File: config.mk
export PLATFORM = sky130hd
export DESIGN_NAME = firmware_update_receiver_flat
export DESIGN_NICKNAME = d
export VERILOG_FILES = /design/src/rtl/fwur_pkg.sv /design/src/rtl/fwur_if.sv /design/src/rtl/firmware_update_receiver.sv /design/src/flat_wrapper.sv
export SDC_FILE = /design/constraint.sdc
export NUM_CORES = 1
export LEC_CHECK = 0
export BUFFER_PORTS_ARGS = -buffer_cell sky130_fd_sc_hd__buf_4
export CORE_MARGIN = 4
export CORE_UTILIZATION = 52
export CTS_CLUSTER_DIAMETER = 120
export DETAILED_ROUTE_END_ITERATION = 7
export PLACE_DENSITY = 0.79
export SLEW_MARGIN = 10
export SYNTH_ARGS = -nofsm -noshare
export SYNTH_HDL_FRONTEND = slang
export SYNTH_SLANG_ARGS = --single-unit
export TNS_END_PERCENT = 5
File: constraint.sdc
create_clock -name i_clk -period 6.3 [get_ports i_clk]
set_input_delay 0.63 -clock i_clk [delete_from_list [all_inputs] [get_ports i_clk]]
set_output_delay 0.63 -clock i_clk [all_outputs]
set_load 0.02 [all_outputs]
File: src/rtl/fwur_pkg.sv
`timescale 1ns / 1ps
// ----------------------------------------------------------------------------
// fwur_pkg
// Types and constants shared by the firmware update receiver files.
// ----------------------------------------------------------------------------
package fwur_pkg;

    // Session phase; code 3 is unused and decodes as error
    typedef enum logic [1:0] {
        PH_IDLE = 2'd0,
        PH_RECV = 2'd1,
        PH_ERR  = 2'd2
    } t_phase;

    // Kind of incoming item
    typedef enum logic [1:0] {
        FUNC_START  = 2'd0,
        FUNC_DATA   = 2'd1,
        FUNC_FINISH = 2'd2,
        FUNC_TICK   = 2'd3
    } t_func;

    typedef enum logic [2:0] {
        RSP_START_ACK   = 3'd0,
        RSP_START_NACK  = 3'd1,
        RSP_DATA_ACK    = 3'd2,
        RSP_FINISH_ACK  = 3'd3,
        RSP_FINISH_NACK = 3'd4
    } t_rsp_kind;

    typedef enum logic [1:0] {
        NACK_NONE          = 2'd0,
        NACK_BAD_IMAGE     = 2'd1,
        NACK_ERASE_FAILED  = 2'd2,
        NACK_SIZE_MISMATCH = 2'd3
    } t_nack_reason;

    // Register map: index = paddr[3:2]
    localparam int PADDR_W = 4;
    typedef enum logic [1:0] {
        REG_OWN_ADDRESS      = 2'd0,
        REG_MAX_IMAGE_SIZE   = 2'd1,
        REG_INACTIVITY_LIMIT = 2'd2,
        REG_UNUSED           = 2'd3
    } t_reg_index;

    localparam logic [7:0]  OWN_ADDRESS_RST      = 8'd0;
    localparam logic [31:0] MAX_IMAGE_SIZE_RST   = 32'd1048576;
    localparam logic [15:0] INACTIVITY_LIMIT_RST = 16'd5000;

endpackage

File: src/rtl/fwur_if.sv
`timescale 1ns / 1ps
// ----------------------------------------------------------------------------
// fwur_req_if / fwur_rsp_if
// Valid/ready channels for incoming messages and outgoing responses.
// ----------------------------------------------------------------------------
interface fwur_req_if;
    logic        valid;
    logic        ready;
    logic [1:0]  func;
    logic [7:0]  dest_addr;
    logic [31:0] image_size;
    logic        version_ok;
    logic [31:0] staging_address;
    logic [31:0] sequence_number;
    logic [15:0] payload_length;
    logic        storage_ok;

    modport source (
        output valid, func, dest_addr, image_size, version_ok,
               staging_address, sequence_number, payload_length, storage_ok,
        input  ready
    );
    modport sink (
        input  valid, func, dest_addr, image_size, version_ok,
               staging_address, sequence_number, payload_length, storage_ok,
        output ready
    );
endinterface

interface fwur_rsp_if;
    logic        valid;
    logic        ready;
    logic [2:0]  response_kind;
    logic [1:0]  nack_reason;
    logic [31:0] acked_sequence;
    logic [31:0] chunk_address;
    logic        restart_request;

    modport source (
        output valid, response_kind, nack_reason, acked_sequence, chunk_address,
               restart_request,
        input  ready
    );
    modport sink (
        input  valid, response_kind, nack_reason, acked_sequence, chunk_address,
               restart_request,
        output ready
    );
endinterface

File: src/rtl/firmware_update_receiver.sv
`timescale 1ns / 1ps
// ----------------------------------------------------------------------------
// firmware_update_receiver
// Receiving end of a firmware image transfer session.
// ----------------------------------------------------------------------------
// The block takes one message per cycle on i_req (start, data, finish or a
// tick) while its output register is free, and answers with at most one
// response on o_rsp in the cycle after the transfer. Each message is decoded
// combinationally against the session registers and the response lands in a
// one-deep output register; i_req stays ready as long as that register is
// empty or being drained, so a stalled response holds off only the following
// message. Ticks and ignored messages never occupy the output register.
// Phases: idle -> receiving on an accepted start, back to idle on a good
// finish, and a sticky error phase (erase or write failure, size mismatch,
// inactivity timeout) that only a reset clears. Registers on the APB port:
// 0x0 own_address, 0x4 max_image_size, 0x8 inactivity_limit (in ticks);
// write them only while the block is quiet. There is no reset sweep: the
// block is ready in the first cycle after reset.
// ----------------------------------------------------------------------------
module firmware_update_receiver (
    input  logic                          i_clk,
    input  logic                          i_rst_n,
    fwur_req_if.sink                      i_req,
    fwur_rsp_if.source                    o_rsp,
    input  logic                          psel,
    input  logic                          penable,
    input  logic                          pwrite,
    input  logic [fwur_pkg::PADDR_W-1:0]  paddr,
    input  logic [31:0]                   pwdata,
    output logic [31:0]                   prdata,
    output logic                          pready
);

    // ---------------- configuration registers ----------------
    logic [7:0]  r_own_address;
    logic [31:0] r_max_image_size;
    logic [15:0] r_inactivity_limit;
    logic        cfg_wr;
    fwur_pkg::t_reg_index reg_idx;

    assign pready  = 1'b1;
    assign cfg_wr  = psel && penable && pwrite;
    assign reg_idx = fwur_pkg::t_reg_index'(paddr[3:2]);

    always_ff @(posedge i_clk) begin
        if (!i_rst_n) begin
            r_own_address      <= fwur_pkg::OWN_ADDRESS_RST;
            r_max_image_size   <= fwur_pkg::MAX_IMAGE_SIZE_RST;
            r_inactivity_limit <= fwur_pkg::INACTIVITY_LIMIT_RST;
        end else if (cfg_wr) begin
            case (reg_idx)
                fwur_pkg::REG_OWN_ADDRESS:      r_own_address      <= pwdata[7:0];
                fwur_pkg::REG_MAX_IMAGE_SIZE:   r_max_image_size   <= pwdata;
                fwur_pkg::REG_INACTIVITY_LIMIT: r_inactivity_limit <= pwdata[15:0];
                default: ;  // unmapped, write dropped
            endcase
        end
    end

    always_comb begin
        case (reg_idx)
            fwur_pkg::REG_OWN_ADDRESS:      prdata = {24'd0, r_own_address};
            fwur_pkg::REG_MAX_IMAGE_SIZE:   prdata = r_max_image_size;
            fwur_pkg::REG_INACTIVITY_LIMIT: prdata = {16'd0, r_inactivity_limit};
            default:                        prdata = 32'd0;
        endcase
    end

    // ---------------- session state ----------------
    fwur_pkg::t_phase r_phase, n_phase;
    logic [31:0] r_expected_sequence, n_expected_sequence;
    logic [31:0] r_write_address,     n_write_address;
    logic [31:0] r_bytes_received,    n_bytes_received;
    logic [31:0] r_announced_size,    n_announced_size;
    logic [15:0] r_idle_ticks,        n_idle_ticks;

    // ---------------- response register ----------------
    logic                      r_rsp_valid;
    fwur_pkg::t_rsp_kind       r_kind;
    fwur_pkg::t_nack_reason    r_reason;
    logic [31:0]               r_acked_sequence;
    logic [31:0]               r_chunk_address;
    logic                      r_restart;

    // Decode of the current message
    logic                      slot_free;
    logic                      accept;
    logic                      rsp_hit;       // message produces a response
    fwur_pkg::t_rsp_kind       rsp_kind;
    fwur_pkg::t_nack_reason    rsp_reason;
    logic [31:0]               rsp_seq;
    logic [31:0]               rsp_addr;
    logic                      rsp_restart;
    fwur_pkg::t_func           func;
    logic                      addr_match;
    logic [31:0]               len_ext;

    // Output slot frees when empty or when the sink takes it this cycle
    assign slot_free   = !r_rsp_valid || o_rsp.ready;
    assign i_req.ready = slot_free;
    assign accept      = i_req.valid && slot_free;

    assign func       = fwur_pkg::t_func'(i_req.func);
    assign addr_match = (i_req.dest_addr == r_own_address);
    assign len_ext    = {16'd0, i_req.payload_length};

    always_comb begin
        n_phase             = r_phase;
        n_expected_sequence = r_expected_sequence;
        n_write_address     = r_write_address;
        n_bytes_received    = r_bytes_received;
        n_announced_size    = r_announced_size;
        n_idle_ticks        = r_idle_ticks;
        rsp_hit             = 1'b0;
        rsp_kind            = fwur_pkg::RSP_START_ACK;
        rsp_reason          = fwur_pkg::NACK_NONE;
        rsp_seq             = 32'd0;
        rsp_addr            = 32'd0;
        rsp_restart         = 1'b0;

        if (func == fwur_pkg::FUNC_TICK) begin
            // Inactivity watchdog; counter saturates via the limit compare
            if (r_phase == fwur_pkg::PH_RECV) begin
                if (r_idle_ticks >= r_inactivity_limit) begin
                    n_phase = fwur_pkg::PH_ERR;
                end else begin
                    n_idle_ticks = r_idle_ticks + 16'd1;
                end
            end
        end else if (func == fwur_pkg::FUNC_START || addr_match) begin
            case (r_phase)
                fwur_pkg::PH_IDLE: begin
                    // Only a start addressed to us counts in idle
                    if (func == fwur_pkg::FUNC_START && addr_match) begin
                        n_announced_size = i_req.image_size;
                        rsp_hit          = 1'b1;
                        if (i_req.image_size > r_max_image_size ||
                            i_req.image_size == 32'd0 || !i_req.version_ok) begin
                            rsp_kind   = fwur_pkg::RSP_START_NACK;
                            rsp_reason = fwur_pkg::NACK_BAD_IMAGE;
                        end else if (!i_req.storage_ok) begin
                            n_phase    = fwur_pkg::PH_ERR;
                            rsp_kind   = fwur_pkg::RSP_START_NACK;
                            rsp_reason = fwur_pkg::NACK_ERASE_FAILED;
                        end else begin
                            n_expected_sequence = 32'd0;
                            n_bytes_received    = 32'd0;
                            n_write_address     = i_req.staging_address;
                            n_idle_ticks        = 16'd0;
                            n_phase             = fwur_pkg::PH_RECV;
                            rsp_kind            = fwur_pkg::RSP_START_ACK;
                        end
                    end
                end
                fwur_pkg::PH_RECV: begin
                    // Any message that passes the filter is activity
                    n_idle_ticks = 16'd0;
                    if (func == fwur_pkg::FUNC_DATA) begin
                        if (i_req.sequence_number == r_expected_sequence) begin
                            if (!i_req.storage_ok) begin
                                n_phase = fwur_pkg::PH_ERR;
                            end else begin
                                n_bytes_received    = r_bytes_received + len_ext;
                                n_write_address     = r_write_address + len_ext;
                                n_expected_sequence = r_expected_sequence + 32'd1;
                                rsp_hit             = 1'b1;
                                rsp_kind            = fwur_pkg::RSP_DATA_ACK;
                                rsp_seq             = i_req.sequence_number;
                                rsp_addr            = r_write_address;
                            end
                        end else if (i_req.sequence_number < r_expected_sequence) begin
                            // Duplicate: re-ack without an address
                            rsp_hit  = 1'b1;
                            rsp_kind = fwur_pkg::RSP_DATA_ACK;
                            rsp_seq  = i_req.sequence_number;
                        end
                    end else if (func == fwur_pkg::FUNC_FINISH) begin
                        rsp_hit = 1'b1;
                        if (r_bytes_received != r_announced_size) begin
                            n_phase    = fwur_pkg::PH_ERR;
                            rsp_kind   = fwur_pkg::RSP_FINISH_NACK;
                            rsp_reason = fwur_pkg::NACK_SIZE_MISMATCH;
                        end else begin
                            n_phase     = fwur_pkg::PH_IDLE;
                            rsp_kind    = fwur_pkg::RSP_FINISH_ACK;
                            rsp_restart = 1'b1;
                        end
                    end
                end
                default: ;  // error phase (and unused code) is sticky
            endcase
        end
    end

    always_ff @(posedge i_clk) begin
        if (!i_rst_n) begin
            r_phase             <= fwur_pkg::PH_IDLE;
            r_expected_sequence <= 32'd0;
            r_write_address     <= 32'd0;
            r_bytes_received    <= 32'd0;
            r_announced_size    <= 32'd0;
            r_idle_ticks        <= 16'd0;
        end else if (accept) begin
            r_phase             <= n_phase;
            r_expected_sequence <= n_expected_sequence;
            r_write_address     <= n_write_address;
            r_bytes_received    <= n_bytes_received;
            r_announced_size    <= n_announced_size;
            r_idle_ticks        <= n_idle_ticks;
        end
    end

    always_ff @(posedge i_clk) begin
        if (!i_rst_n) begin
            r_rsp_valid <= 1'b0;
        end else if (slot_free) begin
            r_rsp_valid <= accept && rsp_hit;
        end
    end

    // Payload needs no reset; loaded only with a new response
    always_ff @(posedge i_clk) begin
        if (accept && rsp_hit) begin
            r_kind           <= rsp_kind;
            r_reason         <= rsp_reason;
            r_acked_sequence <= rsp_seq;
            r_chunk_address  <= rsp_addr;
            r_restart        <= rsp_restart;
        end
    end

    assign o_rsp.valid           = r_rsp_valid;
    assign o_rsp.response_kind   = r_kind;
    assign o_rsp.nack_reason     = r_reason;
    assign o_rsp.acked_sequence  = r_acked_sequence;
    assign o_rsp.chunk_address   = r_chunk_address;
    assign o_rsp.restart_request = r_restart;

endmodule

File: src/flat_wrapper.sv
// flat-port wrapper written by rule: the top's interface ports become plain ports
module firmware_update_receiver_flat 
  (i_clk, i_rst_n, psel, penable, pwrite, paddr, pwdata, prdata, pready, i_req_valid, i_req_func, i_req_dest_addr, i_req_image_size, i_req_version_ok, i_req_staging_address, i_req_sequence_number, i_req_payload_length, i_req_storage_ok, i_req_ready, o_rsp_valid, o_rsp_response_kind, o_rsp_nack_reason, o_rsp_acked_sequence, o_rsp_chunk_address, o_rsp_restart_request, o_rsp_ready);
  fwur_req_if i_req_i ();
  fwur_rsp_if o_rsp_i ();
  input  logic i_clk;
  input  logic i_rst_n;
  input  logic psel;
  input  logic penable;
  input  logic pwrite;
  input  logic [fwur_pkg::PADDR_W-1:0] paddr;
  input  logic [31:0] pwdata;
  output logic [31:0] prdata;
  output logic pready;
  input wire logic [$bits(i_req_i.valid)-1:0] i_req_valid;
  input wire logic [$bits(i_req_i.func)-1:0] i_req_func;
  input wire logic [$bits(i_req_i.dest_addr)-1:0] i_req_dest_addr;
  input wire logic [$bits(i_req_i.image_size)-1:0] i_req_image_size;
  input wire logic [$bits(i_req_i.version_ok)-1:0] i_req_version_ok;
  input wire logic [$bits(i_req_i.staging_address)-1:0] i_req_staging_address;
  input wire logic [$bits(i_req_i.sequence_number)-1:0] i_req_sequence_number;
  input wire logic [$bits(i_req_i.payload_length)-1:0] i_req_payload_length;
  input wire logic [$bits(i_req_i.storage_ok)-1:0] i_req_storage_ok;
  output wire logic [$bits(i_req_i.ready)-1:0] i_req_ready;
  output wire logic [$bits(o_rsp_i.valid)-1:0] o_rsp_valid;
  output wire logic [$bits(o_rsp_i.response_kind)-1:0] o_rsp_response_kind;
  output wire logic [$bits(o_rsp_i.nack_reason)-1:0] o_rsp_nack_reason;
  output wire logic [$bits(o_rsp_i.acked_sequence)-1:0] o_rsp_acked_sequence;
  output wire logic [$bits(o_rsp_i.chunk_address)-1:0] o_rsp_chunk_address;
  output wire logic [$bits(o_rsp_i.restart_request)-1:0] o_rsp_restart_request;
  input wire logic [$bits(o_rsp_i.ready)-1:0] o_rsp_ready;
  assign i_req_i.valid = i_req_valid;
  assign i_req_i.func = i_req_func;
  assign i_req_i.dest_addr = i_req_dest_addr;
  assign i_req_i.image_size = i_req_image_size;
  assign i_req_i.version_ok = i_req_version_ok;
  assign i_req_i.staging_address = i_req_staging_address;
  assign i_req_i.sequence_number = i_req_sequence_number;
  assign i_req_i.payload_length = i_req_payload_length;
  assign i_req_i.storage_ok = i_req_storage_ok;
  assign i_req_ready = i_req_i.ready;
  assign o_rsp_valid = o_rsp_i.valid;
  assign o_rsp_response_kind = o_rsp_i.response_kind;
  assign o_rsp_nack_reason = o_rsp_i.nack_reason;
  assign o_rsp_acked_sequence = o_rsp_i.acked_sequence;
  assign o_rsp_chunk_address = o_rsp_i.chunk_address;
  assign o_rsp_restart_request = o_rsp_i.restart_request;
  assign o_rsp_i.ready = o_rsp_ready;
  firmware_update_receiver u_core (.i_clk(i_clk), .i_rst_n(i_rst_n), .i_req(i_req_i), .o_rsp(o_rsp_i), .psel(psel), .penable(penable), .pwrite(pwrite), .paddr(paddr), .pwdata(pwdata), .prdata(prdata), .pready(pready));
endmodule
# After elaboration in Yosys (flattened, before gate mapping)
# Cells that the tools add are included.
# word_totals
out_inout_bits	105
reg_bits	273
# classes
bitwise_logic	7
n_mux	70
n_addsub	4
n_eq_ne	24
n_reduce_logical	28
magnitude_cmp	3
# op_table
operator	count
32-bit 2-to-1 mux	18
32-bit case mux with 2 select lines	3
16-bit 2-to-1 mux	7
32-bit case mux with 3 select lines	1
32-bit by 16-bit adder with 32-bit output	2
2-bit 2-to-1 mux	20
32-bit by 1-bit adder with 32-bit output (second input constant)	1
32-bit == test	1
32-bit > comparator	1
32-bit logical NOT	1
32-bit less-than comparator	1
32-bit != test	1
16-bit case mux with 2 select lines	1
10-bit AND reduction	2
3-bit 2-to-1 mux	6
16-bit by 1-bit adder with 16-bit output (second input constant)	1
16-bit >= comparator	1
2-bit != test (second input constant)	8
4-bit by 3-bit != test with 1-bit output (second input constant)	3
1-bit 2-to-1 mux	10
8-bit == test	1
2-bit case mux with 2 select lines	2
8-bit AND reduction	1
1-bit inverter	7
18 further kinds	36

# Longest topological paths before layout
# Gate-level depths: netlist (run 1).
# depth
word_depth	8
ltp_mapped	13

# Worst setup path after synthesis (run 1)
# OpenSTA, ideal clock, no wires.
# synth_timing
path_kind	input-to-reg
from	in i_req_sequence_number[31]
to	reg u_core.r_acked_sequence[0], in the netlist u_core.o_rsp.acked_sequence[0] (enable)
path_stages	9
arrival_time_ps	3736
path_slack_ps	2128
setup_ps	436
required_time_ps	5864
n_path_buf	0
path_cell_list	ha_1 nand4_1 nor2_1 nand4_1 or3_1 nor2_1 nand4_1 nand4_1 and2_1
# synth_via
elab_chain_len	8
elab_cells_between_ends	9
classes_between	1 x order compare; 1 x eq/ne; 6 x mux; 1 x reduce/logical
# synth_lines
item	line	source
from (decl)	flat_wrapper.sv:21	input wire logic [$bits(i_req_i.sequence_number)-1:0] i_req_sequence_number;
32-bit less-than comparator	firmware_update_receiver.sv:171	end else if (i_req.sequence_number < r_expected_sequence) begin
1-bit 2-to-1 mux	firmware_update_receiver.sv:171	
1-bit 2-to-1 mux *	firmware_update_receiver.sv:159	if (i_req.sequence_number == r_expected_sequence) begin
1-bit 2-to-1 mux *	firmware_update_receiver.sv:158	if (func == fwur_pkg::FUNC_DATA) begin
1-bit case mux with 2 select lines *	firmware_update_receiver.sv:131	case (r_phase)
1-bit 2-to-1 mux *	firmware_update_receiver.sv:130	end else if (func == fwur_pkg::FUNC_START || addr_match) begin
1-bit 2-to-1 mux *	firmware_update_receiver.sv:121	if (func == fwur_pkg::FUNC_TICK) begin
1-bit logical AND *	firmware_update_receiver.sv:223	if (accept && rsp_hit) begin
to (signal assigned)	firmware_update_receiver.sv:226	r_acked_sequence <= rsp_seq;
to (decl)	firmware_update_receiver.sv:81	logic [31:0] r_acked_sequence;
# Mark *: on every way between the ends. The rest lies on a longest branch, timed or not.
# A chain may end at the register's enable or synchronous reset.

# Worst setup path after layout (run 1)
# layout_timing
from	reg u_core.r_expected_sequence[14]
to	reg u_core.r_bytes_received[27]
# layout_via
elab_chain_len	3
# layout_lines
item	line	source
from (decl)	firmware_update_receiver.sv:71	logic [31:0] r_expected_sequence, n_expected_sequence;
from (signal assigned)	firmware_update_receiver.sv:205	r_expected_sequence <= n_expected_sequence;
32-bit == test	firmware_update_receiver.sv:159	
2-bit != test (no line)	n/a	
10-bit AND reduction (no line)	n/a	
to (signal assigned)	firmware_update_receiver.sv:207	r_bytes_received <= n_bytes_received;
to (decl)	firmware_update_receiver.sv:73	logic [31:0] r_bytes_received, n_bytes_received;
# No other way between the ends.

==> results of run 1 <==
==> cells in the final DEF, fill, tap and decap left out, types with 69 or more instances in the layout <==
cell type,netlist,final
xnor2_1,72,72
and2_1,86,85
a21oi_1,173,173
inv_1,105,104
nand2_1,260,260
dfxtp_1,203,203
nor2_1,138,137
edfxtp_1,70,70
ha_1,119,119
buf_4,1,283
o21ai_0,69,69
==> critical path: stages (launching register included) <==
cell and delay [ps]:
dfxtp_1 400, inv_1 90, ha_1 300, nand3_1 90, nor3_1 390, and4_1 330, a21o_1 190, and3_1 290
o21ai_4 330, or4_4 750, or4_1 430, a21oi_1 140
==> cell families after synthesis <==
kind of cell	synth area share, %
adder cells (fa/ha/maj)	9.99
AND/OR/NAND/NOR	22.3
other	0.0243
XOR/XNOR	6.08
flip-flops	40.0
multiplexers	1.04
AO/OA/AOI/OAI	15.9
buffers and inverters	4.68
==> area by class of cell <==
class | instances | area, µm² | area share (%)
Clock buffer | 37 | 838 | 4.45
Sequential cell | 273 | 6170 | 32.8
Timing Repair Buffer | 283 | 2120 | 11.3
Clock inverter | 16 | 246 | 1.31
Multi-Input combinational cell | 1358 | 8570 | 45.5
Tap cell | 384 | 480 | 2.55
Inverter | 105 | 395 | 2.10
==> path summary, 6_finish.rpt <==
path         depth (start not counted)                          end
min                                  3  u_core.r_max_image_size[20]
max reg2reg                         11  u_core.r_bytes_received[27]
max                                 11  u_core.r_bytes_received[27]
min reg2reg                          2  u_core.r_announced_size[17]
==> cell usage after synthesis (35+ instances only) <==
cell type and n:
a21oi_1 173, and2_1 86, clkbuf_1 82, dfxtp_1 203
edfxtp_1 70, ha_1 119, inv_1 105, nand2_1 260
nand3_1 46, nor2_1 138, nor4_1 48, o21ai_0 69
xnor2_1 72, xor2_1 35
==> state kept, by name (all words and copies together) (netlist names), 16 cells and up <==
name                         count
u_core.r_write_address          32
u_core.r_idle_ticks             16
u_core.r_expected_sequence      32
u_core.r_inactivity_limit       16
u_core.o_rsp.chunk_address      32
u_core.r_max_image_size         32
u_core.r_bytes_received         32
u_core.o_rsp.acked_sequence     32
u_core.r_announced_size         32
==> power by group through the flow <==
stage / registers, mW / clock network [mW] / logic [mW]
6_report: 1.80 / 1.92 / 0.286
5_1_grt: 1.80 / 2.02 / 0.313
4_1_cts: 1.80 / 1.94 / 0.284
3_5_place_dp: 1.84 / 0 / 0.281
3_3_place_gp: 1.84 / 0 / 0.274
2_1_floorplan: 1.83 / 0 / 0.133
==> per-layer routing <==
layer	part of all wire [%]	wire (µm)	vias up	global-route usage, %
met3	9.2	3950	98	5.41
met1	42	18100	6457	33.7
met5	0.033	14	-	0
li1	-	-	6860	-
met2	45	19500	633	41.3
met4	3.3	1430	2	8.35
==> metrics by stage <==
step / hold slack (ps) / area [µm²] / instances / total power, mW / worst slack (ps)
floorplan: 444 / 15400 / 1822 / 1.97 / 2130
global placement: 454 / 17700 / 2403 / 2.11 / 2300
detailed placement: 458 / 17700 / 2403 / 2.12 / 2200
CTS: 290 / 18800 / 2456 / 4.02 / 2420
global route: 322 / 18800 / 2456 / 4.13 / 2210
finish: 307 / 18800 / 2456 / 4.00 / 2470
==> flow_metrics.tcl, run 1 <==
set metrics [dict create \
    start_util_pct 53.3 \
    comb_power_share_pct 7.1 \
    ant_nets 0 \
    final_nets 2338 \
    status "finished clean" \
    rrSetupSlack_ps 2470 \
    cts_tree "built" \
    min-delay-start "pwdata[20]" \
    chipHeight_um 180 \
    drv_cap 0 \
    routedWlPerCell_um 17.5 \
    reg2reg_from "u_core.r_expected_sequence[14]" \
    antenna_found_initial 1 \
    synth_area_um2 15400 \
    cts_resized 0 \
    cts_setup_buffers 0 \
    relSlewSlack_pct 11.2 \
    place.detailed.hpwl_um 31700 \
    clk_latency_ps 560 \
    crit_path_end_kind "register" \
    slew_viol_final 0 \
    critPathKind "register to register" \
    layout-drive-gt1-share_pct 17.2 \
    p_clk_share_pct 47.9 \
    seqPwrFrac_pct 44.9 \
    ctsHoldBuffers 0 \
    p_sw_mw 0.890 \
    syn2layout_area_growth_pct 22.1 \
    cts_buffers 29 \
    synth_area_leaders "dfxtp_1 (26%), edfxtp_1 (14%), ha_1 (9.7%), nand2_1 (6.3%), a21oi_1 (5.6%)" \
    hold_viol_final 0 \
    fillers 2437 \
    critPathRequiredTime_ps 6780 \
    ys_ff_latch 273 \
    place_congestion 0.915 \
    htree_levels 1 \
    synthesis.instances 1822 \
    num_vias 14100 \
    syn_area_per_cell_um2 8.46 \
    grt_max_degree 71 \
    yosys.area.top_type_share_pct 26.4 \
    post-route-period-util_pct 60.8 \
    clk_pin_slew_ps 60 \
    grt_pass1_vias 13600 \
    drt_pass1_iterations 5 \
    seq_area_frac_synth_pct 40.0 \
    n_antenna_cell 0 \
    min-delay-path-class "primary input to register" \
    finalWirelength_um 43000 \
    setup.worst_path.start_class "register" \
    max_slew.worst_pin.slew_ps 1330 \
    portBuffers 268 \
    synth.distinct_cells 69 \
    utilization_pct 65.0 \
    cts.root.buffer_cell "clkbuf_16" \
    overflow 0 \
    timing.critical_path.from "u_core.r_expected_sequence[14]" \
    p_per_area_nw_per_um2 213 \
    p_int_mw 3.11 \
    drt-initial-drc-count 1090 \
    synthesis.nets 2110 \
    track_usage_pct 25.3 \
    sw_frac_of_total_pct 22.2 \
    crit_arrival_ps 4310 \
    grt_pass1_wl_um 69000 \
    fmax_mhz 261 \
    cts.sinks 273 \
    synthFlopType "dfxtp_1" \
    viasPerCell 5.72 \
    synth-edff-count 70 \
    p_leak_nw 7.48 \
    post-route-min-period_ps 3830 \
    critPathMaxFanout 36 \
    clk_path_buf_depth 3 \
    fin_skew_ps 15.5 \
    rsz0062_at_grt "false" \
    finalSetupViolations 0 \
    die_x_um 180 \
    peakVddDrop_uv 189 \
    dieArea_um2 32500 \
    tns_ps 0 \
    drc 0 \
    num_io_pins 272 \
    ys_async_sr_fraction_pct 0 \
    yosysTopAreaCell "dfxtp_1" \
    yosys_warnings 0 \
    core_area_um2 28900 \
    rows 62 \
]
Note: power is estimated with default switching activity, not from simulation.
==> run 2, diff against run 1 <==
--- a/config.mk
+++ b/config.mk
@@ -5,12 +5,13 @@
 export SDC_FILE = /design/constraint.sdc
 export NUM_CORES = 1
 export LEC_CHECK = 0
+export ABC_AREA = 1
 export BUFFER_PORTS_ARGS = -buffer_cell sky130_fd_sc_hd__buf_4
 export CORE_MARGIN = 4
 export CORE_UTILIZATION = 52
 export CTS_CLUSTER_DIAMETER = 120
 export DETAILED_ROUTE_END_ITERATION = 7
-export PLACE_DENSITY = 0.79
+export PLACE_DENSITY = 0.78
 export SLEW_MARGIN = 10
 export SYNTH_ARGS = -nofsm -noshare
 export SYNTH_HDL_FRONTEND = slang
==> constraint.sdc (replaced) <==
create_clock -name i_clk -period 3.6 [get_ports i_clk]
set_input_delay 0.36 -clock i_clk [delete_from_list [all_inputs] [get_ports i_clk]]
set_output_delay 0.36 -clock i_clk [all_outputs]
set_load 0.02 [all_outputs]
==> run 2 against run 1 <==
Global-route usage rose by 2.2 points. Core utilization shrank 0.88 points. Wire length is 18% higher. Final cell count grew 26%. Clock power is 76% higher. Sequential share of layout area shrank 2.5 points. Via count rose by 20%. Critical path type unchanged. Largest power group unchanged. Highest routed layer is now met4.
==> flow_metrics.tcl, run 2 <==
set metrics [dict create \
    status "finished clean" \
    setup.worst_path.start_class "register" \
    rsz0062_at_grt "false" \
    cts.sinks 273 \
    sw_frac_of_total_pct 23.2 \
    p_per_area_nw_per_um2 350 \
    slew_viol_final 0 \
    seq_area_frac_synth_pct 36.5 \
    synth.distinct_cells 52 \
    finalInstanceArea_um2 20400 \
    seqPwrFrac_pct 44.2 \
    die_x_um 188 \
    relSlewSlack_pct 51.9 \
    synthesis.nets 2675 \
    synthesis.instances 2387 \
    yosysMostFrequentCell "nand2_1" \
    syn_area_per_cell_um2 7.08 \
    overflow 0 \
    crit_arrival_ps 3440 \
    finalWirelength_um 50500 \
    final_nets 2919 \
    fin_ws_ps 589 \
    yosys_warnings 0 \
    ant_nets 0 \
    placed_cell_area_um2 19300 \
    synth-edff-count 70 \
    drt_pass1_iterations 6 \
    drv_cap 0 \
    track_usage_pct 27.5 \
    fin_skew_ps 9.33 \
    p_clk_share_pct 47.3 \
    viasPerCell 5.45 \
    fmax_mhz 332 \
    critPathKind "register to register" \
    num_io_pins 272 \
    post-route-period-util_pct 83.6 \
    final_cell_mix "nand2_1 (410), nor2_1 (363), inv_1 (318)" \
    final_common_cell "nand2_1" \
    htree_levels 1 \
    peakVddDrop_uv 341 \
    hold_viol_final 0 \
    p_sw_mw 1.65 \
    ys_ff_latch 273 \
    yosys.area.top_type_share_pct 24.0 \
    finalSetupViolations 0 \
    portBuffers 268 \
    tns_ps 0 \
    grt_max_degree 65 \
    pre_cts_slack_ps 512 \
    n_antenna_cell 0 \
    num_vias 16900 \
    p_leak_nw 8.27 \
    synth_area_leaders "dfxtp_1 (24%), edfxtp_1 (12%), nand2_1 (9.1%), ha_1 (8.8%), nor2_1 (8.1%)" \
    ys_async_sr_fraction_pct 0 \
    antenna_found_initial 0 \
    holdWs_ps 18.3 \
    yosysTopAreaCell "dfxtp_1" \
    dieArea_um2 35500 \
    grt_pass1_vias 16400 \
    place_congestion 0.930 \
    synthFlopType "dfxtp_1" \
    yosys-top-cells-count "nand2_1 (410), nor2_1 (364), inv_1 (319)" \
    grt_pass1_wl_um 81900 \
    finalPower_mw 7.13 \
    drc 0 \
    cts_setup_buffers 0 \
    cts_resized 0 \
    p_int_mw 5.48 \
    layout-drive-gt1-share_pct 14.1 \
    max_slew.worst_pin.slew_ps 718 \
    min-delay-path-class "primary input to register" \
    fillers 2806 \
    cts_buffers 30 \
    reg2reg_from "u_core.r_max_image_size[31]" \
    syn2layout_area_growth_pct 20.7 \
    timing.critical_path.from "u_core.r_max_image_size[31]" \
    critPathRequiredTime_ps 4030 \
    place.detailed.hpwl_um 38700 \
    rows 65 \
    core_area_um2 31800 \
    cts_tree "built" \
    comb_power_share_pct 8.5 \
    start_util_pct 53.2 \
    post-route-min-period_ps 3010 \
    chipHeight_um 188 \
    cts.root.buffer_cell "clkbuf_16" \
    routedWlPerCell_um 16.4 \
    synth_area_um2 16900 \
    crit_path_end_kind "register" \
    clk_path_buf_depth 3 \
    ctsHoldBuffers 0 \
    clk_pin_slew_ps 60 \
    drt-initial-drc-count 1234 \
    critPathMaxFanout 16 \
    clk_latency_ps 560 \
    min-delay-start "pwdata[20]" \
]
-- run 2: changes by cell type after synthesis, moves of 51 or more --
cell     before  now
nor2_1      138  364
inv_1       105  319
nand2_1     260  410
o21ai_0      69  167
and2_1       86    0
nand3_1      46  115
xnor2_1      72   21
-- run 2: layout make-up --
cell class	instances	area [µm²]	share of cell area, %
Clock buffer	42	897	4.40
Inverter	326	1220	6.00
Clock inverter	14	194	0.951
Sequential cell	273	6170	30.2
Tap cell	435	544	2.67
Timing Repair Buffer	292	2220	10.9
Multi-Input combinational cell	1708	9160	44.9
-- run 2: final timing paths --
path	to	cells after the start	slack (ps)
hold / removal	u_core.r_max_image_size[20]	3	20
hold reg to reg	u_core.r_announced_size[5]	2	460
setup reg to reg	u_core.r_idle_ticks[1]	17	590
setup / recovery	u_core.r_idle_ticks[1]	17	590
-- run 2: power by group through the flow --
stage	Clock [mW]	Sequential (mW)	Combinational (mW)
after floorplan	0	3.22	0.313
after global placement	0	3.22	0.585
after detailed placement	0	3.22	0.599
after CTS	3.41	3.15	0.603
after global routing	3.53	3.15	0.677
final	3.37	3.15	0.607
-- run 2: cells by family after synthesis --
| logic type | share of synthesized area, % |
|---|---|
| compound gates | 15.9 |
| xor+xnor | 3.06 |
| fa+ha+maj | 9.04 |
| other cells | 0.0222 |
| flops | 36.5 |
| simple gates | 26.1 |
| buf+inv | 9.41 |
-- run 2: stage by stage --
stage | util (%) | instances
after floorplan | - | 2387
after global placement | 60.7 | 3034
after detailed placement | 60.7 | 3034
after CTS | 64.2 | 3090
after global routing | 64.2 | 3090
final | 64.2 | 3090
-- run 2: critical path: stages, from the launching register on --
cell and delay (ps):
dfxtp_1 310, inv_1 80, ha_1 310, nand2_1 90
nor3_1 310, and3_1 250, nand2_1 60, nand2_1 50
nand2_1 50, nand2_1 210, nand2_2 240, buf_4 230
nand3_1 80, nand2_2 130, nand2_2 300, nand2_1 90
nand2_1 70, nor2_1 30
-- run 2: metal layers --
layer	part of all wire [%]	up-vias	GRT usage [%]
met3	7.5	107	4.21
li1	-	8423	-
met4	3.3	0	8.35
met1	43	7702	36.6
met2	46	621	46.5
met5	0	-	0
